==> config.mk <==
export PLATFORM = sky130hd
export DESIGN_NAME = ddm_front
export DESIGN_NICKNAME = d
export VERILOG_FILES = /design/src/hdl/ddm_pkg.sv /design/src/hdl/ddm_front.sv
export SDC_FILE = /design/constraint.sdc
export NUM_CORES = 1
export LEC_CHECK = 0
export BUFFER_PORTS_ARGS = -buffer_cell sky130_fd_sc_hd__buf_2
export CAP_MARGIN = 20
export CORE_MARGIN = 2
export CORE_UTILIZATION = 60
export CTS_BUF_LIST = sky130_fd_sc_hd__clkbuf_8
export DETAILED_ROUTE_END_ITERATION = 12
export PLACE_DENSITY = 0.84
export REMOVE_ABC_BUFFERS = 1
export SLEW_MARGIN = 20
export SYNTH_ARGS = -nofsm -noshare
export SYNTH_HDL_FRONTEND = slang
export SYNTH_SLANG_ARGS = --single-unit
export TNS_END_PERCENT = 30
==> constraint.sdc <==
create_clock -name clock -period 10.45 [get_ports clock]
set_clock_uncertainty 0.15 [all_clocks]
set_input_delay 3.135 -clock clock [delete_from_list [all_inputs] [get_ports clock]]
set_output_delay 3.135 -clock clock [all_outputs]
set_load 0.02 [all_outputs]
==> src/hdl/ddm_pkg.sv <==
// Shared package for the depth discontinuity mask.
// Holds the widths, register index codes and struct types that the front end,
// the grid point queue, the back end and the top level all use.
package ddm_pkg;

   // depth samples and threshold arithmetic
   localparam int DEPTH_W  = 16;                  // depth in millimetres
   localparam int FRAC_W   = 16;                  // fraction bits of the Q0.16 threshold
   localparam int REL_W    = 16;                  // rel_threshold register
   localparam int STEP_W   = 4;                   // grid_step register
   localparam int RS_W     = REL_W + STEP_W;      // rel_threshold * grid_step
   localparam int THR_W    = RS_W + DEPTH_W;      // full threshold product
   localparam int PAIR_W   = 2 * DEPTH_W;         // upper and middle row sample together

   // frame geometry
   localparam int SIZE_W   = 13;                  // frame_width / frame_height registers
   localparam int SIZE_MAX = 4096;                // largest usable frame size
   localparam int POS_W    = 12;                  // pixel and grid position counters

   // line store
   localparam int GRID_COLS = 4096;
   localparam int GRID_AW   = $clog2(GRID_COLS);

   // queue between front and back end
   localparam int QUEUE_DEPTH = 4;
   localparam int QPTR_W      = $clog2(QUEUE_DEPTH);
   localparam int QCNT_W      = QPTR_W + 1;

   // configuration port
   localparam int CSR_AW = 3;
   localparam int CSR_DW = 16;

   // stream words
   localparam int REQ_TDATA_W = 16;
   localparam int RSP_FIELD_W = 2 * POS_W + 1;
   localparam int RSP_TDATA_W = 32;
   localparam int RSP_PAD_W   = RSP_TDATA_W - RSP_FIELD_W;

   // window size (3x3 grid neighbourhood)
   localparam int WIN_N      = 9;
   localparam int WIN_CENTRE = 4;

   typedef enum logic [CSR_AW-1:0] {
      CSR_FRAME_WIDTH   = 3'd0,
      CSR_FRAME_HEIGHT  = 3'd1,
      CSR_GRID_STEP     = 3'd2,
      CSR_REL_THRESHOLD = 3'd3,
      CSR_DEPTH_LO      = 3'd4,
      CSR_DEPTH_HI      = 3'd5
   } csr_index_type;

   // geometry settings used by the front end (already clamped)
   typedef struct packed {
      logic [SIZE_W-1:0] frame_width;
      logic [SIZE_W-1:0] frame_height;
      logic [STEP_W-1:0] grid_step;
   } geom_cfg_type;

   // check settings used by the back end
   typedef struct packed {
      logic [RS_W-1:0]    rel_step;
      logic [DEPTH_W-1:0] depth_lo;
      logic [DEPTH_W-1:0] depth_hi;
   } check_cfg_type;

   // one grid point handed from front to back end
   typedef struct packed {
      logic [DEPTH_W-1:0] depth;
      logic [GRID_AW-1:0] grid_col;
      logic [POS_W-1:0]   cell_row;
      logic [POS_W-1:0]   cell_col;
      logic               emit;
      logic               last;
   } grid_item_type;

endpackage

==> src/hdl/ddm_front.sv <==
// Front end: takes depth words, tracks pixel and grid position, and passes
// grid points to the queue. Non-grid pixels are consumed here.
// Depends on ddm_pkg.
module ddm_front import ddm_pkg::*; (
   input  logic                   clock,
   input  logic                   reset,
   input  geom_cfg_type           geom_cfg,
   input  logic                   req_tvalid,
   output logic                   req_tready,
   input  logic [REQ_TDATA_W-1:0] req_tdata,   // [15:0] depth
   input  logic                   req_tuser,   // start_of_frame
   input  logic                   q_full,
   output logic                   push,
   output grid_item_type          push_item
);

   logic [POS_W-1:0]  col_ff, col_in, row_ff, row_in;
   logic [POS_W-1:0]  gx_ff, gx_in, gy_ff, gy_in;
   logic [STEP_W-1:0] col_ph_ff, col_ph_in, row_ph_ff, row_ph_in;

   logic [POS_W-1:0]  cur_col, cur_row, cur_gx, cur_gy;
   logic [STEP_W-1:0] cur_col_ph, cur_row_ph;
   logic [SIZE_W-1:0] col_ext, row_ext, step_ext;
   logic [STEP_W:0]   col_ph_inc, row_ph_inc;
   logic              accept, grid;

   always_comb begin
      req_tready = !q_full;
      accept     = req_tvalid && !q_full;

      // start of frame forces position (0,0)
      cur_col    = req_tuser ? '0 : col_ff;
      cur_row    = req_tuser ? '0 : row_ff;
      cur_gx     = req_tuser ? '0 : gx_ff;
      cur_gy     = req_tuser ? '0 : gy_ff;
      cur_col_ph = req_tuser ? '0 : col_ph_ff;
      cur_row_ph = req_tuser ? '0 : row_ph_ff;

      col_ext  = {1'b0, cur_col};
      row_ext  = {1'b0, cur_row};
      step_ext = SIZE_W'(geom_cfg.grid_step);

      // classify: on the grid and inside the frame
      grid = (cur_col_ph == '0) && (cur_row_ph == '0) &&
             (col_ext < geom_cfg.frame_width) && (row_ext < geom_cfg.frame_height);

      push                = accept && grid;
      push_item.depth     = req_tdata[DEPTH_W-1:0];
      push_item.grid_col  = cur_gx;
      push_item.cell_row  = cur_gy - POS_W'(2);
      push_item.cell_col  = cur_gx - POS_W'(2);
      push_item.emit      = (cur_gx >= POS_W'(2)) && (cur_gy >= POS_W'(2));
      // last grid column and row: the next grid point would fall outside
      push_item.last      = ((col_ext + step_ext) >= geom_cfg.frame_width) &&
                            ((row_ext + step_ext) >= geom_cfg.frame_height);

      // position advance
      col_ph_inc = {1'b0, cur_col_ph} + 1'b1;
      row_ph_inc = {1'b0, cur_row_ph} + 1'b1;
      col_in     = cur_col;
      row_in     = cur_row;
      gx_in      = cur_gx;
      gy_in      = cur_gy;
      col_ph_in  = cur_col_ph;
      row_ph_in  = cur_row_ph;
      if ((col_ext + 1'b1) >= geom_cfg.frame_width) begin
         col_in    = '0;
         col_ph_in = '0;
         gx_in     = '0;
         if ((row_ext + 1'b1) >= geom_cfg.frame_height) begin
            row_in    = '0;
            row_ph_in = '0;
            gy_in     = '0;
         end else begin
            row_in = cur_row + 1'b1;
            if (row_ph_inc >= {1'b0, geom_cfg.grid_step}) begin
               row_ph_in = '0;
               gy_in     = cur_gy + 1'b1;
            end else begin
               row_ph_in = row_ph_inc[STEP_W-1:0];
            end
         end
      end else begin
         col_in = cur_col + 1'b1;
         if (col_ph_inc >= {1'b0, geom_cfg.grid_step}) begin
            col_ph_in = '0;
            gx_in     = cur_gx + 1'b1;
         end else begin
            col_ph_in = col_ph_inc[STEP_W-1:0];
         end
      end
   end

   always_ff @(posedge clock) begin
      if (reset) begin
         col_ff    <= '0;
         row_ff    <= '0;
         gx_ff     <= '0;
         gy_ff     <= '0;
         col_ph_ff <= '0;
         row_ph_ff <= '0;
      end else if (accept) begin
         col_ff    <= col_in;
         row_ff    <= row_in;
         gx_ff     <= gx_in;
         gy_ff     <= gy_in;
         col_ph_ff <= col_ph_in;
         row_ph_ff <= row_ph_in;
      end
   end

endmodule

After elaboration in Yosys (flattened, before gate mapping)
Index checks and enable logic that the tools add are counted.
Storage, ports and cells
  register bits after elaboration: 56
  bits in latches: 0
  bits in writable memories: 0
  ROM bits: 0
  bits of input ports: 51
  output and inout port bits: 56
  logic and storage cells: 57
  memories kept: 0
Operators by class
  add/subtract/negate cells: 12
  multiply operators: 0
  div/mod/pow operators: 0
  order comparisons: 10
  eq/ne operators: 0
  shift operators: 0
  muxes and demuxes: 19
  bitwise operators: 0
  reduce and logical (&&, ||, !) cells: 10
Operators by type and width (count)
  $mux W12: 12
  $ge A13 B13 Y1: 4
  $add A12 B1 Y12 const B: 4
  $mux W4: 7
  $add A12 B1 Y13 const B: 2
  $add A12 B4 Y13: 2
  $lt A12 B13 Y1: 2
  $ge A12 B2 Y1 const B: 2
  $sub A12 B2 Y12 const B: 2
  $add A4 B1 Y5 const B: 2
  $ge A5 B4 Y1: 2
  $logic_not A4 Y1: 2
  $logic_and A1 B1 Y1: 7
  $logic_not A1 Y1: 1

Longest topological paths before layout
  depth in word-level cells: 6
  gate-level depth with buffers: 21
  depth with buffers taken out: 17

Least setup slack after synthesis
No wires, ideal clock.
  path kind: input -> output
  start: in req_tuser
  end: out push_item[0] (netlist name)
  data arrival time: 6.359 ns
  required time: 7.165 ns
  path slack: 0.806 ns
  stages: 21
  buffers on the path: 4
  path through: buf_2 buf_4 buf_4 buf_2 nor2b_1 ha_1 ha_1 a21oi_1 o21ai_0 and4_1 nor2_1 nor2b_1 nand3_1 xnor2_1 ha_1 nand4_1 nor4_1 nor2_1 nand2_1 a21oi_1 a31oi_1
RTL lines
  start, declared: line ddm_front.sv:11  | input logic req_tuser,
  end, declared: line ddm_front.sv:14  | output grid_item_type push_item

==> impl_metrics.py <==
metrics = {
    "global_route": {
        "grt_pass1_wl_mm": 27.91,
        "overflow": 0,
        "grt_max_degree": 56,
        "antenna_found_initial": 0,
        "grtUsageTotal": 0.2878,
        "grt_pass1_vias": 5796,
    },
    "logic_synthesis": {
        "yosys.area.top_type_share": 0.1875,
        "synth_xor_area_frac": 0.07956,
        "synth_top_family_by_area": "simple AND/OR/NAND/NOR gates",
        "yosys.cell_count.top_type": "nand2_1",
        "avgSynthCellArea_um2": 7.339,
        "synth_edf_count": 0,
        "yosys.area_share.simple": 0.2751,
        "ys.flop_type": "dfxtp_1",
        "ys_seq_area_frac": 0.1697,
        "synth_largest_area_cell": "ha_1",
        "synth_compound_area_frac": 0.1940,
        "async_flop_share": 0,
        "synth_area_leaders": "ha_1 (19%), dfxtp_1 (17%), nand2_1 (5.9%), xnor2_1 (5.2%), a21oi_1 (5.1%)",
        "synth_common_cells": "nand2_1 (104), ha_1 (99), a21oi_1 (67)",
        "synth_cells": 900,
        "ys_types": 73,
        "synth_area_um2": 6605,
        "muxShareOfSynthArea": 0.004546,
        "ys_ff_latch": 56,
        "yosysWarnings": 0,
        "synthAdderAreaFrac": 0.1875,
    },
    "min_path": {
        "hold_path.class": "reg -> reg",
    },
    "timing": {
        "fin_ws_ns": 0.9214,
        "fin_crit_sh": 0.9118,
        "max_freq_mhz": 104.9,
        "tightest_slew_ns": 0.8703,
        "rsz0062_at_grt": "no",
        "report.final.setup_viol": 0,
        "setup_tns_ns": 0,
        "hold_viol": 0,
        "slew_viol_final": 0,
        "period_needed_ns": 9.529,
        "slew_headroom": 0.4177,
    },
    "worst_setup_path": {
        "critPathKind": "in -> out",
        "start_kind": "input port",
        "cpMaxStageDelayCell": "a2111oi_0",
        "cp-end-kind": "output port",
        "arrival_ns": 6.24,
        "crit_required_ns": 7.17,
        "worstPathCellList": "buf_2, nor2b_1, ha_1, ha_1, a21oi_1, o21ai_0, and4_1, nor2_1, nor3b_1, xor2_1, ha_1, a2111oi_0, a211oi_1, a21oi_1, a31oi_1, buf_2",
        "critPathBufInv": 2,
        "max_stage_delay_ns": 0.35,
        "crit_family": "compound AO/OA/AOI/OAI gates",
        "cp_common_cell": "ha_1",
        "critPathMaxFanout": 4,
    },
    "pwr": {
        "irDropWorstVdd_mv": 0.07679,
        "finalPower_w": 0.0004245,
        "p_per_area_nw_per_um2": 61.04,
        "leakagePower_nw": 3.084,
    },
    "finish": {
        "area_growth_pct": 5.285,
        "stdcell_area_um2": 6954,
        "fin_nets": 1073,
        "final_cells": 1064,
        "drive_above_1_share": 0.1190,
        "fill_cells": 987,
        "num_antenna_cells": 0,
    },
    "drt": {
        "drt_first_pass_iters": 5,
        "wl_per_cell_um": 15.85,
        "vias": 6400,
        "dr.first_iter.drc_count": 369,
        "wirelength_mm": 16.87,
        "via_per_inst": 6.015,
        "ant_nets": 0,
        "drc": 0,
    },
    "floorplan": {
        "start_util": 0.6120,
        "core-area_um2": 10790,
        "num_rows": 38,
        "dieArea_um2": 11860,
        "fp.dieW_um": 108.9,
        "fp.dieH_um": 108.9,
        "pin_count": 107,
    },
    "clocking": {
        "cts_tree": "done",
        "insertion_delay_ns": 0.32,
        "cts.path.max_buffers": 2,
        "ctsHoldBuffers": 0,
        "cts_max_level": 2,
        "clock_sinks": 56,
        "cts_buffers": 5,
        "ctsResizeCount": 0,
        "clk_pin_slew_worst_paths_ns": 0.11,
        "cts_setup_buffers": 0,
        "root_buffer": "clkbuf_8",
    },
    "placed_design": {
        "dp_hpwl_mm": 12.93,
        "placed_area_um2": 6863,
        "port_buffers": 74,
        "dp.cells": 1056,
        "pre_cts_ws_ns": 0.9915,
        "gp_congestion": 0.9062,
    },
    "status": {
        "status": "finished, final reports clean",
    },
    "run": {
        "cap_violations": 0,
    },
}
==> power by group <==
part / switching [W] / total (W) / internal, W / leakage, nW
Combinational: 0.0000525 / 0.0000799 / 0.0000275 / 2.58
Sequential: 0.000000909 / 0.000215 / 0.000214 / 0.451
Clock: 0.0000808 / 0.000129 / 0.0000485 / 0.0485
Total: 0.000134 / 0.000424 / 0.000290 / 3.08
==> registers in the layout (all words and copies together) (netlist names) <==
| name | count |
|---|---|
| col_ff | 12 |
| row_ph_ff | 4 |
| gy_ff | 12 |
| col_ph_ff | 4 |
| gx_ff | 12 |
| row_ff | 12 |
==> final timing paths <==
| path | start | end | slack (ns) | depth (start not counted) |
|---|---|---|---|---|
| max | req_tuser | push_item[0] | 0.92 | 16 |
| min reg2reg | col_ff[10]$_SDFFE_PP0P_ | col_ff[10]$_SDFFE_PP0P_ | 0.32 | 2 |
| max reg2reg | col_ff[1]$_SDFFE_PP0P_ | gy_ff[4]$_SDFFE_PP0P_ | 5.85 | 14 |
| min | col_ff[10]$_SDFFE_PP0P_ | col_ff[10]$_SDFFE_PP0P_ | 0.32 | 2 |
==> placed cells by master (no fill, tap or decap), drive strengths merged, types with 4 or more instances in the layout <==
master    n
o221ai    4
a22oi    13
inv      64
nor2     56
and4      5
clkbuf    5
or3      10
ha       99
xor2     21
nor4      7
buf      83
nor3b     4
nand3    50
a21o      7
dfxtp    56
nor3     20
a31oi     9
nor2b    38
a211oi   11
nand2   105
and2      6
and3      4
o211ai    4
xnor2    39
nand4    19
nand2b    9
a21oi    70
o21ai    48
==> kinds of logic (layout without fill, tap and decap cells) <==
family | Yosys count | count (layout)
compound gates | 200 | 200
fa+ha+maj | 99 | 99
xor+xnor | 60 | 60
flops | 56 | 56
buf+inv | 130 | 154
simple gates | 352 | 352
mux | 3 | 3
==> metrics by stage <==
stage                     hold WS, ns  utilization
after floorplan                0.2712            -
after global placement         0.2874       0.6359
after detailed placement       0.2960       0.6359
after CTS                      0.3124       0.6443
after global routing           0.3389       0.6443
final                          0.3160       0.6443
==> worst register-to-register path, cell delays in order (launching register included) <==
cell      delay (ns)
dfxtp_1         0.47
nor2b_1         0.30
ha_1            0.23
nand3_1         0.17
nor2_1          0.28
nand3_1         0.14
xnor2_1         0.22
ha_1            0.29
a21oi_2         0.13
o21ai_2         0.09
a221oi_4        0.54
nand3_4         0.28
a211oi_2        0.78
or3b_1          0.41
nand3_1         0.09
==> metal layers <==
layer  GRT usage  vias to the layer above  part of all wire
li1            -                     3221                 -
met1      0.4114                     2941              0.47
met2      0.4499                      219              0.45
met3     0.05200                       19             0.070
met4     0.06319                        0             0.013
met5           0                        -                 0
==> layout make-up <==
type,count,area [um2],area share
sequential,56,1121,0.1612
clock inverter,3,22.52,0.003239
tap,140,175.2,0.02519
inverter,63,236.5,0.03401
multi-input combinational,714,4892,0.7035
clock buffer,5,68.82,0.009896
timing repair buffer,83,437.9,0.06297
(Power assumes the default switching activity.)
