### src/hdl/ddm_pkg.sv
// Shared package for the depth discontinuity mask.
// Holds the widths, register index codes and struct types that the front end,
// the grid point queue, the back end and the top level all use.
package ddm_pkg;

   // depth samples and threshold arithmetic
   localparam int DEPTH_W  = 16;                  // depth in millimetres
   localparam int FRAC_W   = 16;                  // fraction bits of the Q0.16 threshold
   localparam int REL_W    = 16;                  // rel_threshold register
   localparam int STEP_W   = 4;                   // grid_step register
   localparam int RS_W     = REL_W + STEP_W;      // rel_threshold * grid_step
   localparam int THR_W    = RS_W + DEPTH_W;      // full threshold product
   localparam int PAIR_W   = 2 * DEPTH_W;         // upper and middle row sample together

   // frame geometry
   localparam int SIZE_W   = 13;                  // frame_width / frame_height registers
   localparam int SIZE_MAX = 4096;                // largest usable frame size
   localparam int POS_W    = 12;                  // pixel and grid position counters

   // line store
   localparam int GRID_COLS = 4096;
   localparam int GRID_AW   = $clog2(GRID_COLS);

   // queue between front and back end
   localparam int QUEUE_DEPTH = 4;
   localparam int QPTR_W      = $clog2(QUEUE_DEPTH);
   localparam int QCNT_W      = QPTR_W + 1;

   // configuration port
   localparam int CSR_AW = 3;
   localparam int CSR_DW = 16;

   // stream words
   localparam int REQ_TDATA_W = 16;
   localparam int RSP_FIELD_W = 2 * POS_W + 1;
   localparam int RSP_TDATA_W = 32;
   localparam int RSP_PAD_W   = RSP_TDATA_W - RSP_FIELD_W;

   // window size (3x3 grid neighbourhood)
   localparam int WIN_N      = 9;
   localparam int WIN_CENTRE = 4;

   typedef enum logic [CSR_AW-1:0] {
      CSR_FRAME_WIDTH   = 3'd0,
      CSR_FRAME_HEIGHT  = 3'd1,
      CSR_GRID_STEP     = 3'd2,
      CSR_REL_THRESHOLD = 3'd3,
      CSR_DEPTH_LO      = 3'd4,
      CSR_DEPTH_HI      = 3'd5
   } csr_index_type;

   // geometry settings used by the front end (already clamped)
   typedef struct packed {
      logic [SIZE_W-1:0] frame_width;
      logic [SIZE_W-1:0] frame_height;
      logic [STEP_W-1:0] grid_step;
   } geom_cfg_type;

   // check settings used by the back end
   typedef struct packed {
      logic [RS_W-1:0]    rel_step;
      logic [DEPTH_W-1:0] depth_lo;
      logic [DEPTH_W-1:0] depth_hi;
   } check_cfg_type;

   // one grid point handed from front to back end
   typedef struct packed {
      logic [DEPTH_W-1:0] depth;
      logic [GRID_AW-1:0] grid_col;
      logic [POS_W-1:0]   cell_row;
      logic [POS_W-1:0]   cell_col;
      logic               emit;
      logic               last;
   } grid_item_type;

endpackage

### src/hdl/ddm_queue.sv
// Short FIFO of grid points between the front end and the back end.
// Depends on ddm_pkg.
module ddm_queue import ddm_pkg::*; (
   input  logic          clock,
   input  logic          reset,
   input  logic          push,
   input  grid_item_type push_item,
   output logic          full,
   input  logic          pop,
   output logic          head_valid,
   output grid_item_type head_item
);

   grid_item_type     slot_ff [QUEUE_DEPTH];
   logic [QPTR_W-1:0] wr_ptr_ff, rd_ptr_ff;
   logic [QCNT_W-1:0] count_ff;

   assign full       = (count_ff == QCNT_W'(QUEUE_DEPTH));
   assign head_valid = (count_ff != '0);
   assign head_item  = slot_ff[rd_ptr_ff];

   // storage
   always_ff @(posedge clock) begin
      if (push) begin
         slot_ff[wr_ptr_ff] <= push_item;
      end
   end

   // pointers and fill count
   always_ff @(posedge clock) begin
      if (reset) begin
         wr_ptr_ff <= '0;
         rd_ptr_ff <= '0;
         count_ff  <= '0;
      end else begin
         if (push) begin
            wr_ptr_ff <= wr_ptr_ff + 1'b1;
         end
         if (pop) begin
            rd_ptr_ff <= rd_ptr_ff + 1'b1;
         end
         if (push && !pop) begin
            count_ff <= count_ff + 1'b1;
         end else if (pop && !push) begin
            count_ff <= count_ff - 1'b1;
         end
      end
   end

endmodule

### config.mk
export PLATFORM = sky130hd
export DESIGN_NAME = ddm_queue
export DESIGN_NICKNAME = d
export VERILOG_FILES = /design/src/hdl/ddm_pkg.sv /design/src/hdl/ddm_queue.sv
export SDC_FILE = /design/constraint.sdc
export NUM_CORES = 1
export LEC_CHECK = 0
export BUFFER_PORTS_ARGS = -buffer_cell sky130_fd_sc_hd__buf_4
export CAP_MARGIN = 0
export CORE_ASPECT_RATIO = 2
export CORE_UTILIZATION = 50
export CTS_CLUSTER_DIAMETER = 80
export DETAILED_ROUTE_END_ITERATION = 10
export PLACE_DENSITY = 0.78
export SLEW_MARGIN = 40
export SYNTH_ARGS = -nofsm -noshare
export SYNTH_HDL_FRONTEND = slang
export SYNTH_SLANG_ARGS = --single-unit
### constraint.sdc
create_clock -name clock -period 4.4 [get_ports clock]
set_clock_uncertainty 0.1 [all_clocks]
set_input_delay 0.44 -clock clock [delete_from_list [all_inputs] [get_ports clock]]
set_output_delay 0.44 -clock clock [all_outputs]
set_load 0.02 [all_outputs]
# == Yosys cells after proc, flatten, opt, wreduce, memory -nomap -nowiden ==
# Memory sizes are Yosys's and may differ from the RTL's. A register that Yosys moved wholly into a read port is not among the register bits.
# Index checks and enable logic that the tools add are counted.
# word_totals
ff_bits,7
ram_bits,216
in_bits,58
elab_cells,21
memories,1
# classes
addsub,4
eq_ne,1
mux,6
n_reduce_logical,6
# mem_list
name,words,width,rd,rd_ports_with_merged_regs,write_ports,line,source
slot_ff,4,54,1,1,1,ddm_queue.sv:14,grid_item_type slot_ff [QUEUE_DEPTH];
# op_table
operator,count
3-bit two-way mux,2
"2-bit by 1-bit adder with 2-bit output, second input constant",2
2-bit two-way mux,2
"3-bit by 1-bit adder with 3-bit output, second input constant",1
"3-bit equality test, second input constant",1
3-bit nonzero test,1
"3-bit by 1-bit subtractor with 3-bit output, second input constant",1
1-bit logical AND,2
1-bit zero test,2
1-bit two-way mux,2
2-bit nonzero test,1

# == Depth between registers and ports, before layout ==
# Gate-level depths: netlist of the first run.
# logic_depth
ltp_word,4
depth_mapped,7
ltp_nobuf,7

# == Least setup slack after synthesis of the first run ==
# OpenSTA, ideal clock, no wires.
# synth_timing
path_kind,flip-flop to flip-flop
from,register wr_ptr_ff[0]
to,memory slot_ff[2][0] (netlist bit) (enable)
setup_time_ns,0.417
arrival_ns,1.824
t_required_ns,3.883
path_slack_ns,2.059
path_stages_with_launch,4
path_buffers,0
period_less_slack_ns,2.341
path_cell_list,dfxtp_1 -> inv_1 -> ha_1 -> and2_1
# synth_rtl
element,line,source
start: declaration,ddm_queue.sv:15,"logic [QPTR_W-1:0] wr_ptr_ff, rd_ptr_ff;"
start signal: assignment,ddm_queue.sv:37,wr_ptr_ff <= wr_ptr_ff + 1'b1;
end: declaration,ddm_queue.sv:14,
# No word-level cell before the write port.

==> results_dict.tcl, run 1 <==
set metrics [dict create \
    status "completed" \
    core-area_mm2 0.0163 \
    grt_max_degree 42 \
    clkSinkCount 225 \
    cap_violations 0 \
    avgViaCountPerCell 5.45 \
    setup_viol 0 \
    ys_seq_area_share_pct 80.4 \
    clockBufferDepth 3 \
    synth_warnings 0 \
    synth_cell_types 22 \
    htree_levels 1 \
    cts_root_buf "clkbuf_16" \
    place.gp.congestion 0.706 \
    final_cell_area_mm2 0.00992 \
    io_buffers 113 \
    min_period_ns 2.86 \
    syn_nets 390 \
    die_w_um 93.0 \
    synth_edf_count 216 \
    min_path_type "primary input to register" \
    clkTransAtPathRegs_ns 0.07 \
    arrival_ns 2.32 \
    ir_drop_uv 308 \
    drtPass1Iterations 4 \
    grt_pass1_wl_mm 22.0 \
    fin_nets 518 \
    die_area_mm2 0.0171 \
    wl_per_cell_um 21.4 \
    period_share_pct 65.0 \
    rows 66 \
    routed_wl_mm 14.3 \
    placed_area_mm2 0.00934 \
    critPathCaptureType "primary output" \
    grt_overflow 0 \
    cts_tree "built" \
    io_pins 114 \
    syn_area_per_cell_um2 25.4 \
    rsz0062_at_grt "false" \
    grt_util_all_layers_pct 17.6 \
    synthArstFlopShare_pct 0 \
    synth_area_mm2 0.00829 \
    hold_viol_final 0 \
    ys_ff_latch 225 \
    p_per_area_mw_per_mm2 464 \
    final.setup.tns_ns 0 \
    numCtsBuffers 19 \
    antenna_found_initial 1 \
    critPathMaxFanout 21 \
    tightestPinTransition_ns 0.629 \
    p_leak_uw 0.00338 \
    grt_pass1_vias 4079 \
    cts_resized 0 \
    drcViolationCount 0 \
    maxSlewViolCount 0 \
    hpwl_mm 9.22 \
    drive_gt1_share_pct 43.7 \
    synthCells 326 \
    worstSetupStartpointType "register" \
    fmax_ghz 0.350 \
    critPathKind "register to primary output" \
    synth_ff_type "edfxtp_1" \
    route.vias.total 3649 \
    antenna_left 0 \
    hold_buffers 0 \
    first_iter_violations 129 \
    initial_core_util_pct 51.0 \
    clkLatencyLatePin_ns 0.48 \
    area_delta_synth_final_pct 19.7 \
    die_h_um 184 \
    post_cts_buffers 0 \
    worstPathRequired_ns 3.86 \
    slew_headroom_pct 58.0 \
]
[worst max-delay path: stages, from the launching register on]
cell	delay (ns)
dfxtp_4	0.58
buf_12	0.25
buf_12	0.23
mux4_1	0.59
buf_4	0.18
[routing by layer]
metal / vias to the layer above / GRT usage (%) / wire length, um
li1: 1629 / - / -
met4: 0 / 7.38 / 456
met5: - / 0 / 0
met2: 107 / 32.2 / 8140
met1: 1887 / 20.0 / 5100
met3: 26 / 2.93 / 648
[area by class of cell]
cell class | instances | area (um^2)
flip-flops and latches | 225 | 6670
fillers | 1135 | 6340
multi-input cells | 84 | 1470
repair buffers | 120 | 926
clock buffers | 23 | 522
well taps | 204 | 255
clock inverters | 9 | 56.3
inverters | 4 | 15.0
diodes | 1 | 2.50
[logic make-up after synthesis]
| group | synth area share (%) |
|---|---|
| fa+ha+maj | 0.996 |
| buf+inv | 1.93 |
| mux | 15.1 |
| compound gates | 0.121 |
| simple gates | 0.906 |
| xor+xnor | 0.528 |
| flops | 80.4 |
[power breakdown]
| group | total, uW | switching (uW) | internal [uW] | leakage, uW |
|---|---|---|---|---|
| sequential | 2510 | 49.2 | 2460 | 0.00206 |
| clock | 1540 | 685 | 850 | 0.000288 |
| combinational | 557 | 287 | 270 | 0.00103 |
| total | 4600 | 1020 | 3580 | 0.00338 |
[cell usage in the layout, fill, tap and decap left out, drive strengths merged]
| cell | n |
|---|---|
| nand2 | 1 |
| a21oi | 1 |
| diode | 1 |
| inv | 5 |
| nor2 | 7 |
| clkinv | 8 |
| and2 | 4 |
| xnor2 | 2 |
| mux4 | 54 |
| o21ai | 1 |
| clkbuf | 23 |
| fa | 1 |
| mux2i | 2 |
| xor2 | 3 |
| buf | 120 |
| ha | 5 |
| dfxtp | 9 |
| edfxtp | 216 |
| nor3b | 1 |
| or3 | 2 |
[cell usage after synthesis (2+ instances only)]
library cell,n,area (um^2)
nor2_1,7,26.3
buf_12,5,100
xor2_1,3,26.3
mux4_2,50,1130
xnor2_1,2,17.5
dfxtp_1,9,180
mux2i_1,2,20.0
ha_1,5,62.6
buf_2,5,25.0
and2_1,4,25.0
or3_1,2,12.5
inv_1,4,15.0
mux4_1,4,105
edfxtp_1,216,6490
[flip-flops by register name, indices dropped and copies added (netlist names), named ones only]
name and flops:
count_ff 3, slot_ff 216, rd_ptr_ff 2, wr_ptr_ff 2
[path summary, 6_finish.rpt]
check / slack (ns) / from / endpoint / cells past startpoint
worst max-delay path: 1.54 / register / head_item[40] / 4
worst min-delay path: 0.06 / push_item[12] / slot_ff[3][12]$_DFFE_PP_ / 1
worst max register to register: 2.45 / wr_ptr_ff[0]$_SDFFE_PP0P_ / slot_ff[3][30]$_DFFE_PP_ / 3
worst min register to register: 0.43 / count_ff[2]$_SDFFE_PP0P_ / count_ff[2]$_SDFFE_PP0P_ / 2
[through the flow]
| step | util (%) | setup WS (ns) | total power (uW) | hold WS (ns) | instances |
|---|---|---|---|---|---|
| after floorplan | - | 2.06 | 2880 | 0.361 | 326 |
| after global placement | 57.1 | 1.86 | 3090 | 0.371 | 635 |
| after detailed placement | 57.4 | 1.99 | 3130 | 0.425 | 637 |
| after CTS | 61.0 | 1.48 | 4660 | 0.0419 | 669 |
| after global routing | 61.0 | 1.40 | 4760 | 0.0415 | 670 |
| final | 61.0 | 1.54 | 4600 | 0.0578 | 670 |
Note: power is estimated with default switching activity, not from simulation.
==> run 2, diff against run 1 <==
==> constraint.sdc (replaced) <==
create_clock -name clock -period 3 [get_ports clock]
set_clock_uncertainty 0.1 [all_clocks]
set_input_delay 0.3 -clock clock [delete_from_list [all_inputs] [get_ports clock]]
set_output_delay 0.3 -clock clock [all_outputs]
set_load 0.02 [all_outputs]
==> results_dict.tcl, run 2 (synthesis results as in run 1) <==
set metrics [dict create \
    min_path_cells 3 \
    cp_common_cell "buf_4" \
    rsz0062_at_grt "false" \
    clkLatencyLatePin_ns 0.49 \
    antenna_found_initial 0 \
    final.setup.tns_ns 0 \
    rrSetupSlack_ns 1.11 \
    rows 66 \
    io_pins 114 \
    crit_slowest_cell "mux4_2" \
    hp-start "push" \
    area_delta_synth_final_pct 26.3 \
    tightestPinTransition_ns 0.810 \
    reg2reg_to "slot_ff[0][18]$_DFFE_PP_" \
    route.vias.total 3936 \
    antenna_left 0 \
    layout_commonest_cell "edfxtp_1" \
    critPathMaxFanout 17 \
    min_period_ns 2.55 \
    path_cells "buf_4, mux4_2, buf_4" \
    r2r_cells 4 \
    largest_reg_flops 216 \
    fmax_ghz 0.392 \
    cap_violations 0 \
    grt_pass1_vias 4364 \
    top_regs "slot_ff x216, count_ff x3" \
    drcViolationCount 0 \
    place.gp.congestion 0.722 \
    die_w_um 93.0 \
    post_cts_buffers 0 \
    grt_max_degree 55 \
    initial_core_util_pct 51.0 \
    final_cell_mix "edfxtp_1, buf_4, dlygate4sd3_1" \
    first_iter_violations 152 \
    avgViaCountPerCell 5.44 \
    routed_wl_mm 15.4 \
    r2r_start "wr_ptr_ff[1]$_SDFFE_PP0P_" \
    cts_tree "built" \
    cts_root_buf "clkbuf_16" \
    drive_gt1_share_pct 38.7 \
    totalPowerFinal_uw 6840 \
    hold-worst-slack_ns 0.0230 \
    critPathKind "register to primary output" \
    slew_headroom_pct 46.0 \
    p_per_area_mw_per_mm2 653 \
    min_path_type "primary input to register" \
    hpwl_mm 9.23 \
    drtPass1Iterations 4 \
    grt_overflow 0 \
    die_h_um 184 \
    min_to "wr_ptr_ff[1]$_SDFFE_PP0P_" \
    cts_resized 0 \
    period_share_pct 85.1 \
    clkSinkCount 225 \
    setup_viol 0 \
    worstSetupStartpointType "register" \
    clockBufferDepth 3 \
    numCtsBuffers 19 \
    p_leak_uw 0.00359 \
    clkTransAtPathRegs_ns 0.07 \
    wl_per_cell_um 21.3 \
    grt_pass1_wl_mm 23.7 \
    htree_levels 1 \
    die_area_mm2 0.0171 \
    maxSlewViolCount 0 \
    grt_util_all_layers_pct 18.6 \
    arrival_ns 2.15 \
    largest_register "slot_ff" \
    fin_nets 573 \
    diodes 0 \
    critPathCaptureType "primary output" \
    io_buffers 113 \
    core-area_mm2 0.0163 \
    ir_drop_uv 372 \
    status "completed" \
    slowest_delay_ns 0.57 \
    hold_viol_final 0 \
    worstPathRequired_ns 2.60 \
]
-- run 2: metal layers --
layer / vias to the layer above / part of all wire, % / track usage (%)
li1: 1740 / - / -
met1: 2057 / 37 / 22.0
met2: 107 / 56 / 33.9
met3: 32 / 3.3 / 2.10
met4: 0 / 3.2 / 7.82
met5: - / 0 / 0
-- run 2: what timing repair did --
item / 4_1_cts / 5_1_grt
hold endpoints to repair: 225 / 0
hold buffers: 55 / 0
endpoints found under the setup margin: 0 / 0
-- run 2: power breakdown --
part / internal, uW / leakage (uW) / total, uW / switching [uW]
clock: 1260 / 0.000272 / 2260 / 1000
sequential: 3610 / 0.00206 / 3670 / 64.1
combinational: 445 / 0.00126 / 903 / 457
total: 5310 / 0.00359 / 6840 / 1530
-- run 2: how the worst max path moves through the flow --
stage | cells after the start | end | startpoint | slack (ns)
2_1_floorplan | 3 | slot_ff[2][0]$_DFFE_PP_ | wr_ptr_ff[0]$_SDFFE_PP0P_ | 0.66
3_3_place_gp | 3 | head_item[16] | register | 0.90
3_5_place_dp | 3 | head_item[16] | register | 0.88
4_1_cts | 3 | head_item[16] | register | 0.38
5_1_grt | 3 | head_item[35] | register | 0.33
6_report | 3 | head_item[35] | register | 0.45
-- run 2: area by class of cell --
cell class              count  area, um^2
inverters                   4        15.0
well taps                 204         255
repair buffers            175        1500
clock buffers              25         498
fillers                  1053        5800
clock inverters             6        61.3
multi-input cells          84        1470
flip-flops and latches    225        6670
-- run 2: metrics by stage --
| stage | std cells | worst slack (ns) | utilization (%) | cell area [um^2] |
|---|---|---|---|---|
| after floorplan | 326 | 0.659 | - | 8290 |
| after global placement | 637 | 0.896 | 57.5 | 9360 |
| after detailed placement | 637 | 0.884 | 57.5 | 9360 |
| after CTS | 723 | 0.381 | 64.4 | 10500 |
| after global routing | 723 | 0.331 | 64.4 | 10500 |
| final | 723 | 0.447 | 64.4 | 10500 |
-- run 2: critical path: cells and delay by family (launching register included) --
kind	cells	cell delay, ns
muxes	1	0.57
buffers and inverters	2	0.55
DFF	1	0.56
==> run 3, diff against run 2 <==
--- a/config.mk
+++ b/config.mk
@@ -11,6 +11,7 @@
 export CORE_UTILIZATION = 50
 export CTS_CLUSTER_DIAMETER = 80
 export DETAILED_ROUTE_END_ITERATION = 10
+export MAX_ROUTING_LAYER = met4
 export PLACE_DENSITY = 0.78
 export SLEW_MARGIN = 40
 export SYNTH_ARGS = -nofsm -noshare
==> results_dict.tcl, run 3 (synthesis results as in run 1) <==
set metrics [dict create \
    status "completed" \
    die_w_um 93.0 \
    post_cts_buffers 0 \
    place.gp.congestion 0.731 \
    io_buffers 113 \
    cts_resized 0 \
    final.setup.tns_ns 0 \
    hold_viol_final 0 \
    min_path_type "primary input to register" \
    r2r_cells 4 \
    crit_slowest_cell "mux4_2" \
    drive_gt1_share_pct 38.7 \
    routed_wl_mm 15.3 \
    top_regs "slot_ff x216, count_ff x3" \
    cp_common_cell "buf_4" \
    largest_register "slot_ff" \
    critPathKind "register to primary output" \
    drcViolationCount 0 \
    layout_commonest_cell "edfxtp_1" \
    core-area_mm2 0.0163 \
    arrival_ns 2.16 \
    grt_overflow 0 \
    diodes 0 \
    critPathBufInv 2 \
    die_area_mm2 0.0171 \
    clockBufferDepth 3 \
    cp.depth 3 \
    antenna_found_initial 0 \
    htree_levels 1 \
    slowest_delay_ns 0.57 \
    period_share_pct 85.2 \
    drtPass1Iterations 4 \
    min_period_ns 2.56 \
    r2r_start "wr_ptr_ff[1]$_SDFFE_PP0P_" \
    critPathTopFamily "multiplexers" \
    antenna_left 0 \
    die_h_um 184 \
    reg2reg_to "slot_ff[0][49]$_DFFE_PP_" \
    hpwl_mm 9.23 \
    critPathMaxFanout 17 \
    final_cell_mix "edfxtp_1, buf_4, dlygate4sd3_1" \
    largest_reg_flops 216 \
    clkLatencyLatePin_ns 0.49 \
    avgViaCountPerCell 5.44 \
    slew_headroom_pct 46.6 \
    setup_viol 0 \
    rows 66 \
    cap_violations 0 \
    tightestPinTransition_ns 0.801 \
    cts_tree "built" \
    post-route-util_pct 64.4 \
    rsz0062_at_grt "false" \
    cts_root_buf "clkbuf_16" \
    clkSinkCount 225 \
    nFillCells 1053 \
    numCtsBuffers 19 \
    grt_pass1_wl_mm 23.7 \
    route.vias.total 3930 \
    grt_util_all_layers_pct 19.1 \
    worstSetupStartpointType "register" \
    io_pins 114 \
    path_cells "buf_4, mux4_2, buf_4" \
    p_per_area_mw_per_mm2 652 \
    fin_nets 573 \
    first_iter_violations 149 \
    grt_max_degree 55 \
    clkTransAtPathRegs_ns 0.06 \
    ir_drop_uv 371 \
    rrSetupSlack_ns 1.12 \
    hold_buffers 55 \
    cp-endpoint "head_item[35]" \
    initial_core_util_pct 51.0 \
    fmax_ghz 0.391 \
    maxSlewViolCount 0 \
    area_delta_synth_final_pct 26.3 \
    p_leak_uw 0.00359 \
    worstPathRequired_ns 2.60 \
    critPathCaptureType "primary output" \
    grt_pass1_vias 4368 \
    wl_per_cell_um 21.2 \
]
run 3: cell counts in the layout (fill, tap and decap cells not counted):
No cell type changed its count.
run 3: worst min path at each step:
stage	from	endpoint	slack (ns)	depth (start not counted)
after CTS	pop	register	0.01	3
after floorplan	push_item[0]	slot_ff[0][0]$_DFFE_PP_	0.30	0
after detailed placement	push_item[44]	slot_ff[3][44]$_DFFE_PP_	0.40	1
after global routing	pop	register	0.03	3
after global placement	count_ff[2]$_SDFFE_PP0P_	count_ff[2]$_SDFFE_PP0P_	0.37	2
final	pop	register	0.02	3
run 3: cell type report:
class	count	area, um^2	share of cell area, %
well taps	204	255	2.44
clock inverters	6	61.3	0.586
clock buffers	25	498	4.76
multi-input cells	84	1470	14.0
inverters	4	15.0	0.143
flip-flops and latches	225	6670	63.7
repair buffers	175	1500	14.3
run 3: worst reg2reg max path: stages, from the launching register on:
cell	delay (ns)
dfxtp_1	0.35
inv_1	0.09
ha_1	0.13
and2_2	0.54
buf_12	0.33
run 3: report_power, final:
part | internal [uW] | switching, uW | leakage, uW
Clock | 1260 | 1000 | 0.000272
Sequential | 3610 | 63.9 | 0.00206
Combinational | 445 | 457 | 0.00126
run 3: through the flow:
stage	worst slack (ns)	power (uW)	instances	hold WS (ns)	area, um^2
5_1_grt	0.331	7050	723	0.0343	10500
2_1_floorplan	0.659	4230	326	0.299	8290
3_5_place_dp	0.884	4590	637	0.405	9360
6_report	0.444	6830	723	0.0216	10500
4_1_cts	0.381	6880	723	0.0146	10500
3_3_place_gp	0.896	4560	637	0.371	9360
run 3: per-layer routing:
layer  part of all wire, %  track usage, %  vias to the layer above
li1                      -               -                     1738
met5                     0               -                        -
met4                   3.1            7.82                        0
met2                    56            33.9                      127
met1                    37            22.0                     2034
met3                   3.8            2.19                       31
